File: src/hdl/rgb_kernel_convolution_core_macros.svh
// Assertion macros shared by the convolution core
`ifndef RGB_KERNEL_CONVOLUTION_CORE_MACROS_SVH
`define RGB_KERNEL_CONVOLUTION_CORE_MACROS_SVH

// Check a property at every clock while out of reset
`define RGBKC_ASSERT(label, prop, msg) \
  label: assert property (@(posedge clk_i) disable iff (!rst_ni) (prop)) else $error(msg);

// Check that a condition is followed by a consequence in the next clock
`define RGBKC_ASSERT_NEXT(label, cond, cons, msg) \
  label: assert property (@(posedge clk_i) disable iff (!rst_ni) (cond) |=> (cons)) \
    else $error(msg);

`endif

File: src/hdl/rgbkc_pkg.sv
// Shared types and constants of the convolution core
package rgbkc_pkg;

  localparam int MAX_WIDTH_DEF = 1024;
  localparam int FIFO_DEPTH    = 8;

  localparam logic [10:0] WIDTH_RST    = 11'd640;
  localparam logic [15:0] HEIGHT_RST   = 16'd480;
  localparam logic [47:0] COEF_TOP_RST = 48'h0;
  localparam logic [47:0] COEF_MID_RST = 48'h0000_0100_0000;
  localparam logic [47:0] COEF_BOT_RST = 48'h0;

  // red in 23:16, green in 15:8, blue in 7:0
  typedef logic [23:0] pix_t;

  typedef struct packed {
    logic valid;
    logic flush;
    logic emit;
    logic interior;
    logic frame_end;
    logic use_older;
  } item_ctrl_t;

  typedef struct packed {
    logic       frame_end;
    logic [7:0] red;
    logic [7:0] green;
    logic [7:0] blue;
  } result_t;

endpackage

File: src/hdl/rgbkc_fifo.sv
// Result queue between the arithmetic pipeline and the output channel
module rgbkc_fifo #(
  parameter int DEPTH = rgbkc_pkg::FIFO_DEPTH
) (
  input  logic                       clk_i,
  input  logic                       rst_ni,
  input  logic                       push_i,
  input  rgbkc_pkg::result_t         data_i,
  input  logic                       pop_i,
  output logic                       valid_o,
  output rgbkc_pkg::result_t         data_o,
  output logic [$clog2(DEPTH+1)-1:0] count_o
);
  import rgbkc_pkg::*;

  localparam int PTR_W = $clog2(DEPTH);
  localparam int CNT_W = $clog2(DEPTH + 1);

  result_t          mem_q [DEPTH];
  logic [PTR_W-1:0] wr_ptr_q, rd_ptr_q;
  logic [CNT_W-1:0] cnt_q;
  logic             do_pop;

  assign do_pop  = pop_i && (cnt_q != '0);
  assign valid_o = (cnt_q != '0);
  assign data_o  = mem_q[rd_ptr_q];
  assign count_o = cnt_q;

  always_ff @(posedge clk_i or negedge rst_ni) begin
    if (!rst_ni) begin
      wr_ptr_q <= '0;
      rd_ptr_q <= '0;
      cnt_q    <= '0;
    end else begin
      if (push_i) begin
        wr_ptr_q <= wr_ptr_q + PTR_W'(1);
      end
      if (do_pop) begin
        rd_ptr_q <= rd_ptr_q + PTR_W'(1);
      end
      cnt_q <= cnt_q + CNT_W'(push_i) - CNT_W'(do_pop);
    end
  end

  always_ff @(posedge clk_i) begin
    if (push_i) begin
      mem_q[wr_ptr_q] <= data_i;
    end
  end

endmodule

File: config.mk
export PLATFORM = sky130hd
export DESIGN_NAME = rgbkc_fifo
export DESIGN_NICKNAME = d
export VERILOG_FILES = /design/src/hdl/rgb_kernel_convolution_core_macros.svh /design/src/hdl/rgbkc_pkg.sv /design/src/hdl/rgbkc_fifo.sv
export SDC_FILE = /design/constraint.sdc
export NUM_CORES = 1
export LEC_CHECK = 0
export BUFFER_PORTS_ARGS = -buffer_cell sky130_fd_sc_hd__buf_2
export CORE_MARGIN = 2
export CORE_UTILIZATION = 30
export CTS_CLUSTER_SIZE = 16
export DETAILED_ROUTE_END_ITERATION = 7
export GPL_TIMING_DRIVEN = 0
export PLACE_DENSITY = 0.53
export SLEW_MARGIN = 20
export SYNTH_ARGS = -nofsm -noshare
export SYNTH_HDL_FRONTEND = slang
export SYNTH_SLANG_ARGS = --single-unit
File: constraint.sdc
create_clock -name clk_i -period 8.3 [get_ports clk_i]
set_input_delay 2.075 -clock clk_i [delete_from_list [all_inputs] [get_ports clk_i]]
set_output_delay 2.075 -clock clk_i [all_outputs]
set_load 0.1 [all_outputs]
; Word-level counts from Yosys, hierarchy flattened
; Memories as Yosys holds them, arrays and structs flattened.
; Index checks and enable logic that the tools add are counted.
[op_classes]
mux = 2
n_reduce_logical = 2
add_sub_neg = 4
[ops]
columns = op, count
row1 = "adder 3 x 1 -> 3 bit, second input constant", 2
row2 = adder 4 x 1 -> 4 bit, 1
row3 = nonzero test 4 bit, 1
row4 = subtractor 4 x 1 -> 4 bit, 1
row5 = two-way mux 1 bit, 2
row6 = logical AND 1 bit, 1
[totals]
mem_bits_rw = 200
wordCells = 12
output_inout_bits = 30
register_bits = 10
in_bits = 29
memories = 1
[mem_list]
columns = memory, depth, width, read_ports, rd_ports_with_merged_regs, wr, line
row1 = mem_q, 8, 25, 1, 0, 1, rgbkc_fifo.sv:19  ; result_t mem_q [DEPTH];

; Depth between registers and ports, before layout
[logic_depth]
ltp_word = 3
ltp_mapped = 11
mapped_depth_nobuf = 11

; Worst setup path before layout
; OpenSTA, ideal clock, no wires.
[synth_path]
path_kind = input to register
from = input port push_i
to = memory mem_q[0][0] (netlist name), enable pin
path_slack_ns = 3.956
path_stages = 2
setup_ns = 0.438
arrival_ns = 3.906
n_path_buf = 0
required_ns = 7.862
path_cell_list = nand2b_1 > nor3_1
[synth_between]
elab_chain_cells = 2
[synth_lines]
columns = item, line
row1 = "start, declared", rgbkc_fifo.sv:7  ; input logic push_i,
row2 = two-way mux 1 bit, rgbkc_fifo.sv:46  ; if (push_i) begin
row3 = two-way mux 1 bit (not written as such), rgbkc_fifo.sv:47  ; mem_q[wr_ptr_q] <= data_i;
row4 = "end, declared", rgbkc_fifo.sv:19
; No other way between the ends.

==> metrics.md <==
| Metric | Value |
|---|---|
| TritonCTS buffer count | `22` |
| CP delay by family, top | `buffers and inverters` |
| Fin util | `36.79%` |
| CP Data Arrival Time | `2.83 ns` |
| Max_slew headroom | `46.68%` |
| Core Region | `approximately 0.027 mm2` |
| Clock Path Buffers | `3` |
| GP Congestion | `between 0.7 and 0.8` |
| Antenna-violating nets left | `0` |
| Number of remaining DRC errors | `0` |
| Non-Filler Instances | `794` |
| Area delta synth->final | `20.39%` |
| Multi-input gate area | `approximately 0.0019 mm2` |
| Synth area leaders | `edfxtp_1 73%, mux4_1 16%, mux2_2 3.7%` |
| Worst-case clock skew | `roughly 0.015 ns` |
| Largest net degree at the start of global routing | `16` |
| WL/cell | `20.74 um` |
| Fin crit period | `between 4 and 5 ns` |
| Setup_tns | `0 ns` |
| Max Slew Vio Count | `0` |
| Initial antenna violation count | `3` |
| Global-route wire length before repair | `roughly 24000 um` |
| Root buffer cell | `clkbuf_16` |
| Vias in the first global route | `a little under 4000` |
| CP peak stage delay | `between 0.6 and 0.7 ns` |
| Die W | `169.9 um` |
| Post-synth top area cell | `edfxtp_1` |
| Htree depth | `1` |
| Initial Util | `30.56%` |
| DR iter-0 viols | `218` |
| Clock Pin Slew Worst Setup and Hold Paths | `0.06 ns` |
| Fmax | `between 200 and 250 MHz` |
| Mapped Area | `0.008258 mm2` |
| Mean post-synth cell area | `24.01 um2` |
| Register area share after synthesis | `75.76%` |
| Crit path required time | `6.23 ns` |
| Num rows | `60` |
| Routed vias | `approximately 3700` |
| CTS tree | `done` |
| Tcrit/Tclk final | `59.15%` |
| Grt total ovfl | `0` |
| Final hold vios | `0` |
| Final setup viols | `0` |
| Num Clock Sinks | `210` |
| Die Ht | `169.9 um` |
| Post-cts sizing count | `0` |
| Drt first pass iters | `4` |
| CP max-delay cell | `buf_1` |
| Ys Warns | `0` |
| Reg-to-reg setup timing slack | `5.74 ns` |
| GRT Overall Usage | `11.64%` |
| Ratio of cells with drive above 1 in the final layout | `31.19%` |
| Inst Count DP | `~760` |
| DP Worst Slack | `3.934 ns` |
| Vias per inst | `4.680` |
| Crit Path Class | `reg -> out` |
| Startpoint class of the critical path | `flip-flop` |
| Post-synthesis cell count | `344` |
| Register area | `0.006256 mm2` |
| Setup repair bufs after CTS | `0` |
| Port buffer count | `between 50 and 60` |
| Synth unique cells | `21` |
| Crit-path cells | `clkbuf_1 > buf_1 > mux2_2 > buf_2` |
| Worst-margin pin slew | `0.7999 ns` |
| Net Count, Synth | `381` |
| Total routed wirelength | `16470 um` |
| Total Die Area | `0.02887 mm2` |
| RSZ-0062 raised after global routing | `false` |
| Critical path buffers and inverters | `3` |
| Critical path capture point type | `output port` |
| CP max FO | `10` |
| Ports | `59` |
| CTS Hold Bufs | `0` |
| Layout fillers | `between 2000 and 2500` |
| Final nets | `475` |
| HPWL Detailed | `10560 um` |
| Synth top area share | `between 70 and 80%` |
| Max Cap Viol | `0` |
| Fin worst setup slack | `3.391 ns` |
| Status | `finished clean` |
| Clock Latency Late Sink | `0.50 ns` |
| Yosys reg bits | `210` |
| Hold Path Class | `reg -> reg` |
final cells by class:
cell class                      count  share of cell area (%)
Antenna cell                        1                 0.02517
Buffer                             15                   1.019
Clock buffer                       26                   5.902
Clock inverter                     12                   1.057
Inverter                            9                  0.3398
Multi-Input combinational cell    110                   19.33
Sequential cell                   210                   62.92
Tap cell                          341                   4.291
Timing Repair Buffer               70                   5.109
worst paths after layout:
check	from	end	cells after the start
max in group asynchronous	rst_ni	wr_ptr_q[2]$_DFFE_PN0P_	1
max	rd_ptr_q[1]$_DFFE_PN0P_	data_o[15]	4
min in group asynchronous	rst_ni	count_o[0]$_DFF_PN0_	1
min	wr_ptr_q[1]$_DFFE_PN0P_	wr_ptr_q[1]$_DFFE_PN0P_	1
max reg2reg	count_o[2]$_DFF_PN0_	count_o[2]$_DFF_PN0_	11
min reg2reg	wr_ptr_q[1]$_DFFE_PN0P_	wr_ptr_q[1]$_DFFE_PN0P_	1
cell usage after synthesis:
cell type	instances
a21o_1	1
nand2b_1	3
or3b_2	1
edfxtp_1	200
nand2_1	4
clkbuf_1	8
buf_1	1
mux4_1	49
nand3_1	1
nor2_1	6
ha_1	7
mux2_2	27
fa_1	1
xnor2_1	4
a21oi_1	1
dfrtp_1	10
nor3_1	2
inv_1	9
mux4_2	1
buf_6	6
xor2_1	2
cell families after synthesis:
group	count (synthesis)	synth area share [%]
xor+xnor	6	0.6364
mux	77	19.55
compound gates	2	0.1515
buf+inv	24	1.636
flops	210	75.76
simple gates	17	0.9696
fa+ha+maj	8	1.303
worst register-to-register path, delay by kind of cell (launching register included):
kind          cells  cell delay [ns]
simple gates      2             0.63
buf+inv           4             0.27
xor+xnor          1             0.20
fa+ha+maj         4             0.99
flops             1             0.38
layout by cell type (no fill, tap or decap):
cell | netlist | routed
xor2_1 | 2 | 2
edfxtp_1 | 200 | 200
clkbuf_16 | 0 | 23
clkbuf_1 | 8 | 11
mux4_1 | 49 | 49
or3b_2 | 1 | 1
mux4_2 | 1 | 1
nor2_4 | 0 | 6
nand2b_1 | 3 | 3
nand2_1 | 4 | 4
buf_1 | 1 | 1
nand3_1 | 1 | 1
buf_6 | 6 | 8
buf_4 | 0 | 4
nor3_2 | 0 | 2
a21o_1 | 1 | 1
bufinv_16 | 0 | 2
dfrtp_1 | 10 | 10
ha_1 | 7 | 7
a21oi_1 | 1 | 1
buf_2 | 0 | 58
clkinv_4 | 0 | 1
inv_1 | 9 | 9
xnor2_1 | 4 | 4
fa_1 | 1 | 1
mux2_2 | 27 | 27
clkinv_2 | 0 | 2
clkinv_1 | 0 | 7
diode_2 | 0 | 1
buf_16 | 0 | 6
metal layers:
layer  global-route usage [%]  part of all wire, %  vias up
li1                         -                    -     1670
met1                    13.91                   40     1926
met2                    20.94                   52       81
met3                    2.837                  4.9       35
met4                    3.196                  2.3        4
met5                        0                 0.16        -
metrics by stage:
stage                     instance area [um2]  hold WS [ns]
after CTS                                9940        0.5702
after floorplan                          8258        0.5174
final                                    9942        0.5706
after global placement                   8975        0.5378
after global routing                     9940        0.5923
after detailed placement                 9248        0.5550
sequential cells by signal, indices dropped and copies added, names as in the netlist:
name	cells
count_o	4
wr_ptr_q	3
rd_ptr_q	3
mem_q	200
Power is not shown: default switching activity piles up to over one toggle a cycle in this logic, so the estimate is an artifact.
