### config.mk
export PLATFORM = sky130hd
export DESIGN_NAME = rgbkc_front
export DESIGN_NICKNAME = d
export VERILOG_FILES = /design/src/hdl/rgb_kernel_convolution_core_macros.svh /design/src/hdl/rgbkc_pkg.sv /design/src/hdl/rgbkc_front.sv
export SDC_FILE = /design/constraint.sdc
export NUM_CORES = 1
export LEC_CHECK = 0
export BUFFER_PORTS_ARGS = -buffer_cell sky130_fd_sc_hd__buf_2
export CAP_MARGIN = 10
export CORE_MARGIN = 5
export CORE_UTILIZATION = 43
export CTS_BUF_LIST = sky130_fd_sc_hd__clkbuf_8
export CTS_CLUSTER_DIAMETER = 30
export DETAILED_ROUTE_END_ITERATION = 7
export HOLD_SLACK_MARGIN = 0.03
export MAX_ROUTING_LAYER = met4
export PLACE_DENSITY_LB_ADDON = 0.1
export SYNTH_ARGS = -nofsm -noshare
export SYNTH_HDL_FRONTEND = slang
export SYNTH_SLANG_ARGS = --single-unit
export TNS_END_PERCENT = 5
### constraint.sdc
create_clock -name clk_i -period 8.6 [get_ports clk_i]
set_input_delay 0 -clock clk_i [delete_from_list [all_inputs] [get_ports clk_i]]
set_output_delay 0 -clock clk_i [all_outputs]
set_load 0.1 [all_outputs]
### src/hdl/rgb_kernel_convolution_core_macros.svh
// Assertion macros shared by the convolution core
`ifndef RGB_KERNEL_CONVOLUTION_CORE_MACROS_SVH
`define RGB_KERNEL_CONVOLUTION_CORE_MACROS_SVH

// Check a property at every clock while out of reset
`define RGBKC_ASSERT(label, prop, msg) \
  label: assert property (@(posedge clk_i) disable iff (!rst_ni) (prop)) else $error(msg);

// Check that a condition is followed by a consequence in the next clock
`define RGBKC_ASSERT_NEXT(label, cond, cons, msg) \
  label: assert property (@(posedge clk_i) disable iff (!rst_ni) (cond) |=> (cons)) \
    else $error(msg);

`endif

### src/hdl/rgbkc_pkg.sv
// Shared types and constants of the convolution core
package rgbkc_pkg;

  localparam int MAX_WIDTH_DEF = 1024;
  localparam int FIFO_DEPTH    = 8;

  localparam logic [10:0] WIDTH_RST    = 11'd640;
  localparam logic [15:0] HEIGHT_RST   = 16'd480;
  localparam logic [47:0] COEF_TOP_RST = 48'h0;
  localparam logic [47:0] COEF_MID_RST = 48'h0000_0100_0000;
  localparam logic [47:0] COEF_BOT_RST = 48'h0;

  // red in 23:16, green in 15:8, blue in 7:0
  typedef logic [23:0] pix_t;

  typedef struct packed {
    logic valid;
    logic flush;
    logic emit;
    logic interior;
    logic frame_end;
    logic use_older;
  } item_ctrl_t;

  typedef struct packed {
    logic       frame_end;
    logic [7:0] red;
    logic [7:0] green;
    logic [7:0] blue;
  } result_t;

endpackage

### src/hdl/rgbkc_front.sv
// Front end: raster positions, pending count and classification of each word
module rgbkc_front #(
  parameter int MAX_WIDTH = rgbkc_pkg::MAX_WIDTH_DEF
) (
  input  logic                         clk_i,
  input  logic                         rst_ni,
  input  logic                         accept_i,
  input  logic                         cmd_i,
  input  rgbkc_pkg::pix_t              pix_i,
  input  logic [10:0]                  width_i,
  input  logic [15:0]                  height_i,
  output logic                         ready_o,
  output rgbkc_pkg::item_ctrl_t        ctrl_o,
  output logic [$clog2(MAX_WIDTH)-1:0] addr_o,
  output rgbkc_pkg::pix_t              pix_o
);
  import rgbkc_pkg::*;

  localparam int ADDR_W = $clog2(MAX_WIDTH);
  localparam int CW     = $clog2(MAX_WIDTH + 1);
  localparam int PW     = $clog2(MAX_WIDTH + 2);
  localparam int TW     = CW + 2;
  localparam int SW     = $clog2(ADDR_W);
  localparam int RW     = ADDR_W + CW;
  localparam logic CMD_FLUSH = 1'b1;

  logic [ADDR_W-1:0] in_col_q, in_col_d, out_col_q, out_col_d;
  logic [15:0]       in_row_q, in_row_d, out_row_q, out_row_d;
  logic [PW-1:0]     pend_q, pend_d;

  logic [CW-1:0]     w;
  logic [15:0]       h;
  logic [PW-1:0]     wp1, pc;
  logic              interior, frame_end, emit, use_older;
  logic [TW-1:0]     t0, t1, t2;
  logic [ADDR_W-1:0] addr;

  // input column reduced modulo the width after a width change
  logic [ADDR_W-1:0] rem_q;
  logic [CW-1:0]     red_w_q;
  logic [SW-1:0]     red_step_q;
  logic              red_busy_q, red_done_q;
  logic              col_big, red_ok;
  logic [ADDR_W-1:0] col_base;
  logic [RW-1:0]     red_sub;

  always_comb begin
    if (width_i == 11'd0) begin
      w = CW'(1);
    end else if (32'(width_i) > 32'(MAX_WIDTH)) begin
      w = CW'(MAX_WIDTH);
    end else begin
      w = CW'(width_i);
    end
    h   = (height_i == 16'd0) ? 16'd1 : height_i;
    wp1 = PW'(w) + PW'(1);
    pc  = (pend_q > wp1) ? wp1 : pend_q;

    interior = (w >= CW'(3)) && (h >= 16'd3) && (out_row_q >= 16'd1) &&
               (out_row_q <= h - 16'd2) && (out_col_q != '0) &&
               (CW'(out_col_q) <= w - CW'(2));
    frame_end = (out_row_q >= h - 16'd1) && (CW'(out_col_q) >= w - CW'(1));
    use_older = (pc > PW'(w));

    col_big  = (CW'(in_col_q) >= w);
    red_ok   = red_done_q && (red_w_q == w);
    ready_o  = !col_big || red_ok;
    col_base = col_big ? rem_q : in_col_q;
    red_sub  = RW'(red_w_q) << red_step_q;

    // column of the oldest pending pixel, reduced modulo the width
    t0 = TW'(col_base) + (TW'(w) << 1) + TW'(1) - TW'(pc);
    t1 = (t0 >= TW'(w)) ? t0 - TW'(w) : t0;
    t2 = (t1 >= TW'(w)) ? t1 - TW'(w) : t1;

    in_col_d  = in_col_q;
    in_row_d  = in_row_q;
    out_col_d = out_col_q;
    out_row_d = out_row_q;
    pend_d    = pc;
    emit      = 1'b0;

    if (cmd_i == CMD_FLUSH) begin
      addr = ADDR_W'(t2);
      emit = (pc != '0) && !interior;
      if (emit) begin
        pend_d = pc - PW'(1);
      end
    end else begin
      addr = in_col_q;
      if (CW'(in_col_q) + CW'(1) >= w) begin
        in_col_d = '0;
        in_row_d = (17'(in_row_q) + 17'd1 >= 17'(h)) ? 16'd0 : in_row_q + 16'd1;
      end else begin
        in_col_d = in_col_q + ADDR_W'(1);
      end
      emit = (pc == wp1);
      if (!emit) begin
        pend_d = pc + PW'(1);
      end
    end

    if (emit) begin
      if (CW'(out_col_q) + CW'(1) >= w) begin
        out_col_d = '0;
        out_row_d = (17'(out_row_q) + 17'd1 >= 17'(h)) ? 16'd0 : out_row_q + 16'd1;
      end else begin
        out_col_d = out_col_q + ADDR_W'(1);
      end
    end
  end

  always_ff @(posedge clk_i or negedge rst_ni) begin
    if (!rst_ni) begin
      in_col_q   <= '0;
      in_row_q   <= '0;
      out_col_q  <= '0;
      out_row_q  <= '0;
      pend_q     <= '0;
      ctrl_o     <= '0;
      rem_q      <= '0;
      red_w_q    <= '0;
      red_step_q <= '0;
      red_busy_q <= 1'b0;
      red_done_q <= 1'b0;
    end else begin
      // drop flush words that release nothing
      ctrl_o.valid <= accept_i && ((cmd_i != CMD_FLUSH) || emit);
      if (accept_i) begin
        in_col_q         <= in_col_d;
        in_row_q         <= in_row_d;
        out_col_q        <= out_col_d;
        out_row_q        <= out_row_d;
        pend_q           <= pend_d;
        ctrl_o.flush     <= (cmd_i == CMD_FLUSH);
        ctrl_o.emit      <= emit;
        ctrl_o.interior  <= interior;
        ctrl_o.frame_end <= frame_end;
        ctrl_o.use_older <= use_older;
      end
      if (accept_i && (cmd_i != CMD_FLUSH)) begin
        red_busy_q <= 1'b0;
        red_done_q <= 1'b0;
      end else if (col_big && !red_ok) begin
        if (!red_busy_q || (red_w_q != w)) begin
          rem_q      <= in_col_q;
          red_w_q    <= w;
          red_step_q <= SW'(ADDR_W - 1);
          red_busy_q <= 1'b1;
          red_done_q <= 1'b0;
        end else begin
          // one restoring subtraction per clock, highest multiple first
          if (RW'(rem_q) >= red_sub) begin
            rem_q <= rem_q - ADDR_W'(red_sub);
          end
          if (red_step_q == '0) begin
            red_busy_q <= 1'b0;
            red_done_q <= 1'b1;
          end else begin
            red_step_q <= red_step_q - SW'(1);
          end
        end
      end
    end
  end

  always_ff @(posedge clk_i) begin
    if (accept_i) begin
      addr_o <= addr;
      pix_o  <= pix_i;
    end
  end

endmodule

# Yosys cells after proc, flatten, opt, wreduce, memory -nomap -nowiden
# Cells that the tools add are included.
dict set report op_classes {
  add_sub_neg 20
  muxes 27
  bitwise 2
  eq_ne 4
  order_cmp 17
  n_reduce_logical 33
  shift 1
}
# operator n
set ops {}
lappend ops {{10-bit 2-to-1 mux} 7}
lappend ops {{11-bit 2-to-1 mux} 6}
lappend ops {{16-bit 2-to-1 mux} 2}
lappend ops {{13-bit by 11-bit >= comparator with 1-bit output} 2}
lappend ops {{13-bit by 11-bit subtractor with 13-bit output} 2}
lappend ops {{10-bit by 1-bit adder with 11-bit output, second input constant} 2}
lappend ops {{11-bit by 1-bit adder with 11-bit output, second input constant} 2}
lappend ops {{11-bit equality test} 2}
lappend ops {{10-bit by 11-bit >= comparator with 1-bit output} 2}
lappend ops {{11-bit >= comparator} 2}
lappend ops {{11-bit > comparator} 2}
lappend ops {{11-bit by 1-bit subtractor with 11-bit output, second input constant} 2}
lappend ops {{10-bit by 21-bit >= comparator with 1-bit output} 1}
lappend ops {{11-bit by 4-bit << shifter with 21-bit output} 1}
lappend ops {{10-bit by 1-bit adder with 10-bit output, second input constant} 2}
lappend ops {{10-bit subtractor} 2}
lappend ops {{16-bit by 1-bit adder with 17-bit output, second input constant} 1}
lappend ops {{17-bit by 16-bit >= comparator with 1-bit output} 1}
lappend ops {{16-bit by 1-bit adder with 16-bit output, second input constant} 1}
lappend ops {{16-bit by 1-bit >= comparator with 1-bit output, second input constant} 1}
lappend ops {{16-bit >= comparator} 1}
lappend ops {{16-bit by 2-bit >= comparator with 1-bit output, second input constant} 1}
lappend ops {{16-bit <= comparator} 1}
lappend ops {{16-bit zero test} 1}
lappend ops {{26 further kinds} 57}
dict set report totals {
  wordCells 121
  ff_bits 114
}

# Logic depth before layout (Yosys ltp)
dict set report logic_depth {
  ltp_word 14
  ltp_mapped 51
}

# Least setup slack after synthesis
# No wires, ideal clock.
dict set report synth_path {
  kind {input port to flip-flop}
  from {in width_i[3]}
  to {reg addr_o[5], data pin}
  arrival_ps 10581
  slack_ps -2242
  required_time_ps 8339
  path_buffers 6
  path_stages 47
  setup_time_ps 261
  path_cell_list {buf_6 -> nor4_4 -> a31oi_1 -> nor2_1 -> ha_1 -> clkbuf_1 -> nand4b_1 -> or3_1 -> and2_1 -> ha_1 -> nand4_1 -> nor3_1 -> inv_1 -> nand2_1 -> buf_2 -> buf_1 -> nand2_1 -> o21a_1 -> (+11 left out) -> a21oi_1 -> o41ai_1 -> a311oi_1 -> nor3_1 -> o21ai_1 -> clkbuf_1 -> mux2_2 -> ha_1 -> or2_2 -> a21oi_1 -> a211oi_1 -> o31ai_1 -> nand2b_1 -> a211oi_1 -> and4b_1 -> nor2_1 -> and3_1 -> a221o_1}
}
dict set report synth_via {
  elab_chain_len 13
  elab_cells_between_ends 19
  classes_between {add/sub: 6; order compare: 5; mux: 7; reduce/logical: 1}
}
# element line_no
set synth_lines {}
lappend synth_lines {{start: declaration} rgbkc_front.sv:10} ;# input logic [10:0] width_i,
lappend synth_lines {{11-bit > comparator} rgbkc_front.sv:50} ;# end else if (32'(width_i) > 32'(MAX_WIDTH)) begin
lappend synth_lines {{11-bit 2-to-1 mux} rgbkc_front.sv:50}
lappend synth_lines {{11-bit 2-to-1 mux (*)} rgbkc_front.sv:48} ;# if (width_i == 11'd0) begin
lappend synth_lines {{via w[0]} rgbkc_front.sv:31} ;# logic [CW-1:0] w;
lappend synth_lines {{10-bit by 11-bit >= comparator with 1-bit output} rgbkc_front.sv:65} ;# col_big = (CW'(in_col_q) >= w);
lappend synth_lines {{10-bit 2-to-1 mux} rgbkc_front.sv:68} ;# col_base = col_big ? rem_q : in_col_q;
lappend synth_lines {{10-bit by 12-bit adder with 13-bit output} rgbkc_front.sv:72} ;# t0 = TW'(col_base) + (TW'(w) << 1) + TW'(1) - TW'(pc);
lappend synth_lines {{13-bit by 1-bit adder with 13-bit output} rgbkc_front.sv:72}
lappend synth_lines {{13-bit by 11-bit subtractor with 13-bit output} rgbkc_front.sv:72}
lappend synth_lines {{13-bit by 11-bit subtractor with 13-bit output or 13-bit by 11-bit >= comparator with 1-bit output (tied branches)} rgbkc_front.sv:73} ;# t1 = (t0 >= TW'(w)) ? t0 - TW'(w) : t0;
lappend synth_lines {{13-bit 2-to-1 mux} rgbkc_front.sv:73}
lappend synth_lines {{13-bit by 11-bit >= comparator with 1-bit output or 10-bit subtractor (tied branches)} rgbkc_front.sv:74} ;# t2 = (t1 >= TW'(w)) ? t1 - TW'(w) : t1;
lappend synth_lines {{10-bit 2-to-1 mux (*)} rgbkc_front.sv:74}
lappend synth_lines {{10-bit 2-to-1 mux (*)} rgbkc_front.sv:83} ;# if (cmd_i == CMD_FLUSH) begin
lappend synth_lines {{via addr[5]} rgbkc_front.sv:36} ;# logic [ADDR_W-1:0] addr;
lappend synth_lines {{end signal: assignment} rgbkc_front.sv:169} ;# addr_o <= addr;
lappend synth_lines {{end: declaration} rgbkc_front.sv:14} ;# output logic [$clog2(MAX_WIDTH)-1:0] addr_o,
# The timed path passes the listed nets; every way through them passes the cells marked *.
# A chain may end at the register's enable or synchronous reset.

# Worst setup path in the final report
dict set report layout_path {
  from {in width_i[5]}
  to {reg addr_o[5], data pin}
}
# Same word-level chain as after synthesis.

==> PnR_summary.wiki <==
{| class="wikitable"
! Metric !! Value
|-
| Average vias per placed instance || slightly below 6
|-
| Most frequent cell after synthesis || ha_1
|-
| Yosys top cell area share || 0.173
|-
| Number of synthesized flops with an enable pin || 34
|-
| Die outline width || around 190 µm
|-
| Row cnt || 65
|-
| Cell type with the largest total area after synthesis || ha_1
|-
| Final Setup Violations || 0
|-
| Maximum cell stage delay along the critical path || roughly 0.58 ns
|-
| Number of maximum-capacitance constraint violations || 0
|-
| Launching element type of the critical path || input pin
|-
| Syn_nets || 1,888
|-
| Global Route Usage Sum || 0.265
|-
| Achievable Freq || 121 MHz
|-
| Post-synthesis cell count || roughly 1,600
|-
| Minimum clock period after layout || between 8 and 9 ns
|-
| Ranking of synthesized cells by area || ha_1 (17%), dfrtp_1 (15%), edfxtp_1 (7.6%)
|-
| Global placer's final weighted congestion || between 0.9 and 1
|-
| Root Driver || clkbuf_8
|-
| Routed length per instance || slightly below 20 µm
|-
| Final Core Density || 0.543
|-
| Fraction of layout instances using a drive strength above 1 || 0.251
|-
| Final HPWL from detailed placement || between 30,000 and 40,000 µm
|-
| Path class of the lowest-slack min-delay path || input pin to register
|-
| Clock latency reported for the late side of the worst-skew pair || approximately 0.50 ns
|-
| Final hold viol count || 0
|-
| Leftover overflow at the end of global routing || 0
|-
| Hold WS || 0.0532 ns
|-
| Synthesized cell area || roughly 14,000 µm²
|-
| Antenna violations before repair || 0
|-
| Vias in the first global route || around 13,000
|-
| Wire length of the first global-routing pass || just over 70,000 µm
|-
| Avg Inst Size Synth || slightly above 8 µm²
|-
| Maximum number of pins on one net before global-route repair || 63
|-
| Initial standard-cell utilization of the core || 0.432
|-
| Clock-pin slew on the worst setup and hold paths || 0.09 ns
|-
| Number of nets with antenna violations after detailed routing || 0
|-
| Sequential-to-total area share from yosys stat || 0.224
|-
| Post-route clock period utilization || 0.961
|-
| Violation count after the first detailed-routing iteration || between 1,000 and 1,500
|-
| Routed via count || approximately 13,000
|-
| Measured slew at the worst slew-check pin || just over 0.8 ns
|-
| CTS sink cnt || 114
|-
| Input/output buffers || between 90 and 100
|-
| Maximum fanout count along the critical path || 6
|-
| Maximum clock path buffer count || 2
|-
| Post-synth ARST share || 0.702
|-
| Final wirelength || 46,000 µm
|-
| Seq cells post-synth || between 100 and 150
|-
| Count of distinct cell types in the synthesized netlist || 91
|-
| First-pass detailed-route iteration total || 6
|-
| Most instantiated cells after synthesis || ha_1 (187), nand2_1 (135), o21ai_0 (122)
|-
| Chip Height || between 150 and 200 µm
|-
| Leading register cell type out of synthesis || dfrtp_1
|-
| Kind of critical path || input pin to register
|-
| Tightest slew margin relative to the limit || 0.450
|-
| Antenna diode count || 0
|-
| Category of the worst setup path capture point || register
|-
| Depth of the CTS H-tree || 4
|-
| Residual DRC || 0
|-
| Number of I/O pins || 96
|-
| Die ar. || roughly 35,000 µm²
|-
| Critical path required time || roughly 8.9 ns
|-
| Number of nets at the end of the flow || 2,172
|-
| RSZ-0062 raised after global routing || yes
|-
| Clock buffers created by TritonCTS || 17
|-
| Slew Viols, Final || 0
|-
| Most used cell along the critical path || buf_4
|-
| Crit path DAT || 8.51 ns
|-
| TritonCTS clock tree || yes
|-
| Warning count from the yosys run || 0
|-
| Floorplan core area || approximately 31,000 µm²
|-
| Total Neg Setup Slack || 0 ns
|-
| Result of the run || finished clean
|-
| Layout overhead on the synthesized area || 25.8%
|-
| Worst clock skew || 0.0268 ns
|-
| Highest-delay cell along the critical path || fa_2
|}
## worst max-delay path, delay by kind of cell
family | cells | cell delay, ns
AO/OA/AOI/OAI | 15 | 2.89
adder cells (fa/ha/maj) | 6 | 1.77
buffers and inverters | 8 | 1.05
AND/OR/NAND/NOR | 15 | 2.76
## registers in the layout, summed over array words and instances, names as in the netlist
| signal | count |
|---|---|
| in_col_q | 10 |
| red_busy_q | 1 |
| pend_q | 11 |
| out_row_q | 16 |
| red_w_q | 11 |
| out_col_q | 10 |
| addr_o | 10 |
| red_done_q | 1 |
| pix_o | 24 |
| ctrl_o | 6 |
| rem_q | 10 |
| red_step_q | 4 |
## cell usage in the layout, fill, tap and decap left out, drive strengths merged, types with 18 or more instances in the layout
master       synthesis  layout
o21a                32      32
nand2b              39      39
inv                102     109
nand3               53      53
o21ai              129     129
nor3                50      50
a31oi               22      22
nor2b               33      33
ha                 187     187
a21oi               98      98
nor4                18      18
nand2              136     136
dfrtp               80      80
nor2               118     118
xnor2               82      82
edfxtp              34      34
buf                 16     305
dlygate4sd3          0      26
mux2i               25      25
a21o                20      20
nand4               28      28
xor2                30      30
mux2                30      30
## worst paths after layout
kind / startpoint / to / slack (ns) / depth (start not counted)
worst max-delay path: width_i[5] / addr_o[5] / 0.34 / 44
worst min-delay path: width_i[3] / red_w_q[3] / 0.05 / 3
worst max register to register: in_col_q[0] / addr_o[5] / 0.48 / 36
worst min register to register: ctrl_o[0] / ctrl_o[0] / 0.50 / 1
max in group asynchronous: rst_ni / rem_q[4] / 7.26 / 4
min in group asynchronous: rst_ni / ctrl_o[3] / 0.52 / 4
## stage by stage
step                      std cells  worst slack (ns)  area [µm²]
final                          2333             0.337       17000
after global routing           2333            -0.165       17000
after CTS                      2319             0.185       16500
after detailed placement       2260            -0.343       15900
after global placement         2260            -0.140       15900
after floorplan                1634            -0.531       13700
## cells by family after synthesis
kind of cell / count (synthesis) / share of synthesized area
muxes: 56 / 0.0464
buffers and inverters: 170 / 0.0495
DFF: 114 / 0.224
and+or+nand+nor: 554 / 0.208
adders and majority gates: 199 / 0.191
AOI/OAI and AO/OA: 428 / 0.207
xor gates and xnor gates: 113 / 0.0743
## area by class of cell
cell class	count	area, µm²
fillers	2948	14300
inverters	104	392
flip-flops and latches	114	3020
well taps	402	503
multi-input cells	1350	10300
clock inverters	15	150
clock buffers	17	234
repair buffers	331	2370
## routing by layer
metal / global-route usage / vias to the layer above / wire [µm]
met2: 0.418 / 397 / 21100
met5: - / - / 0
met4: 0.0771 / 0 / 1110
met3: 0.0362 / 66 / 2470
li1: - / 6541 / -
met1: 0.358 / 6437 / 21300
## repair_timing
action | 4_1_cts | 5_1_grt
endpoints found under the hold margin | 55 | 0
endpoints found under the setup margin | 0 | 10
hold buffers | 27 | 0
setup buffers | 0 | 14
gates resized for setup | 0 | 85
Power is left out: the tool's default activity adds up to more than one toggle a clock period on the data nets, which glitch-free logic cannot reach.
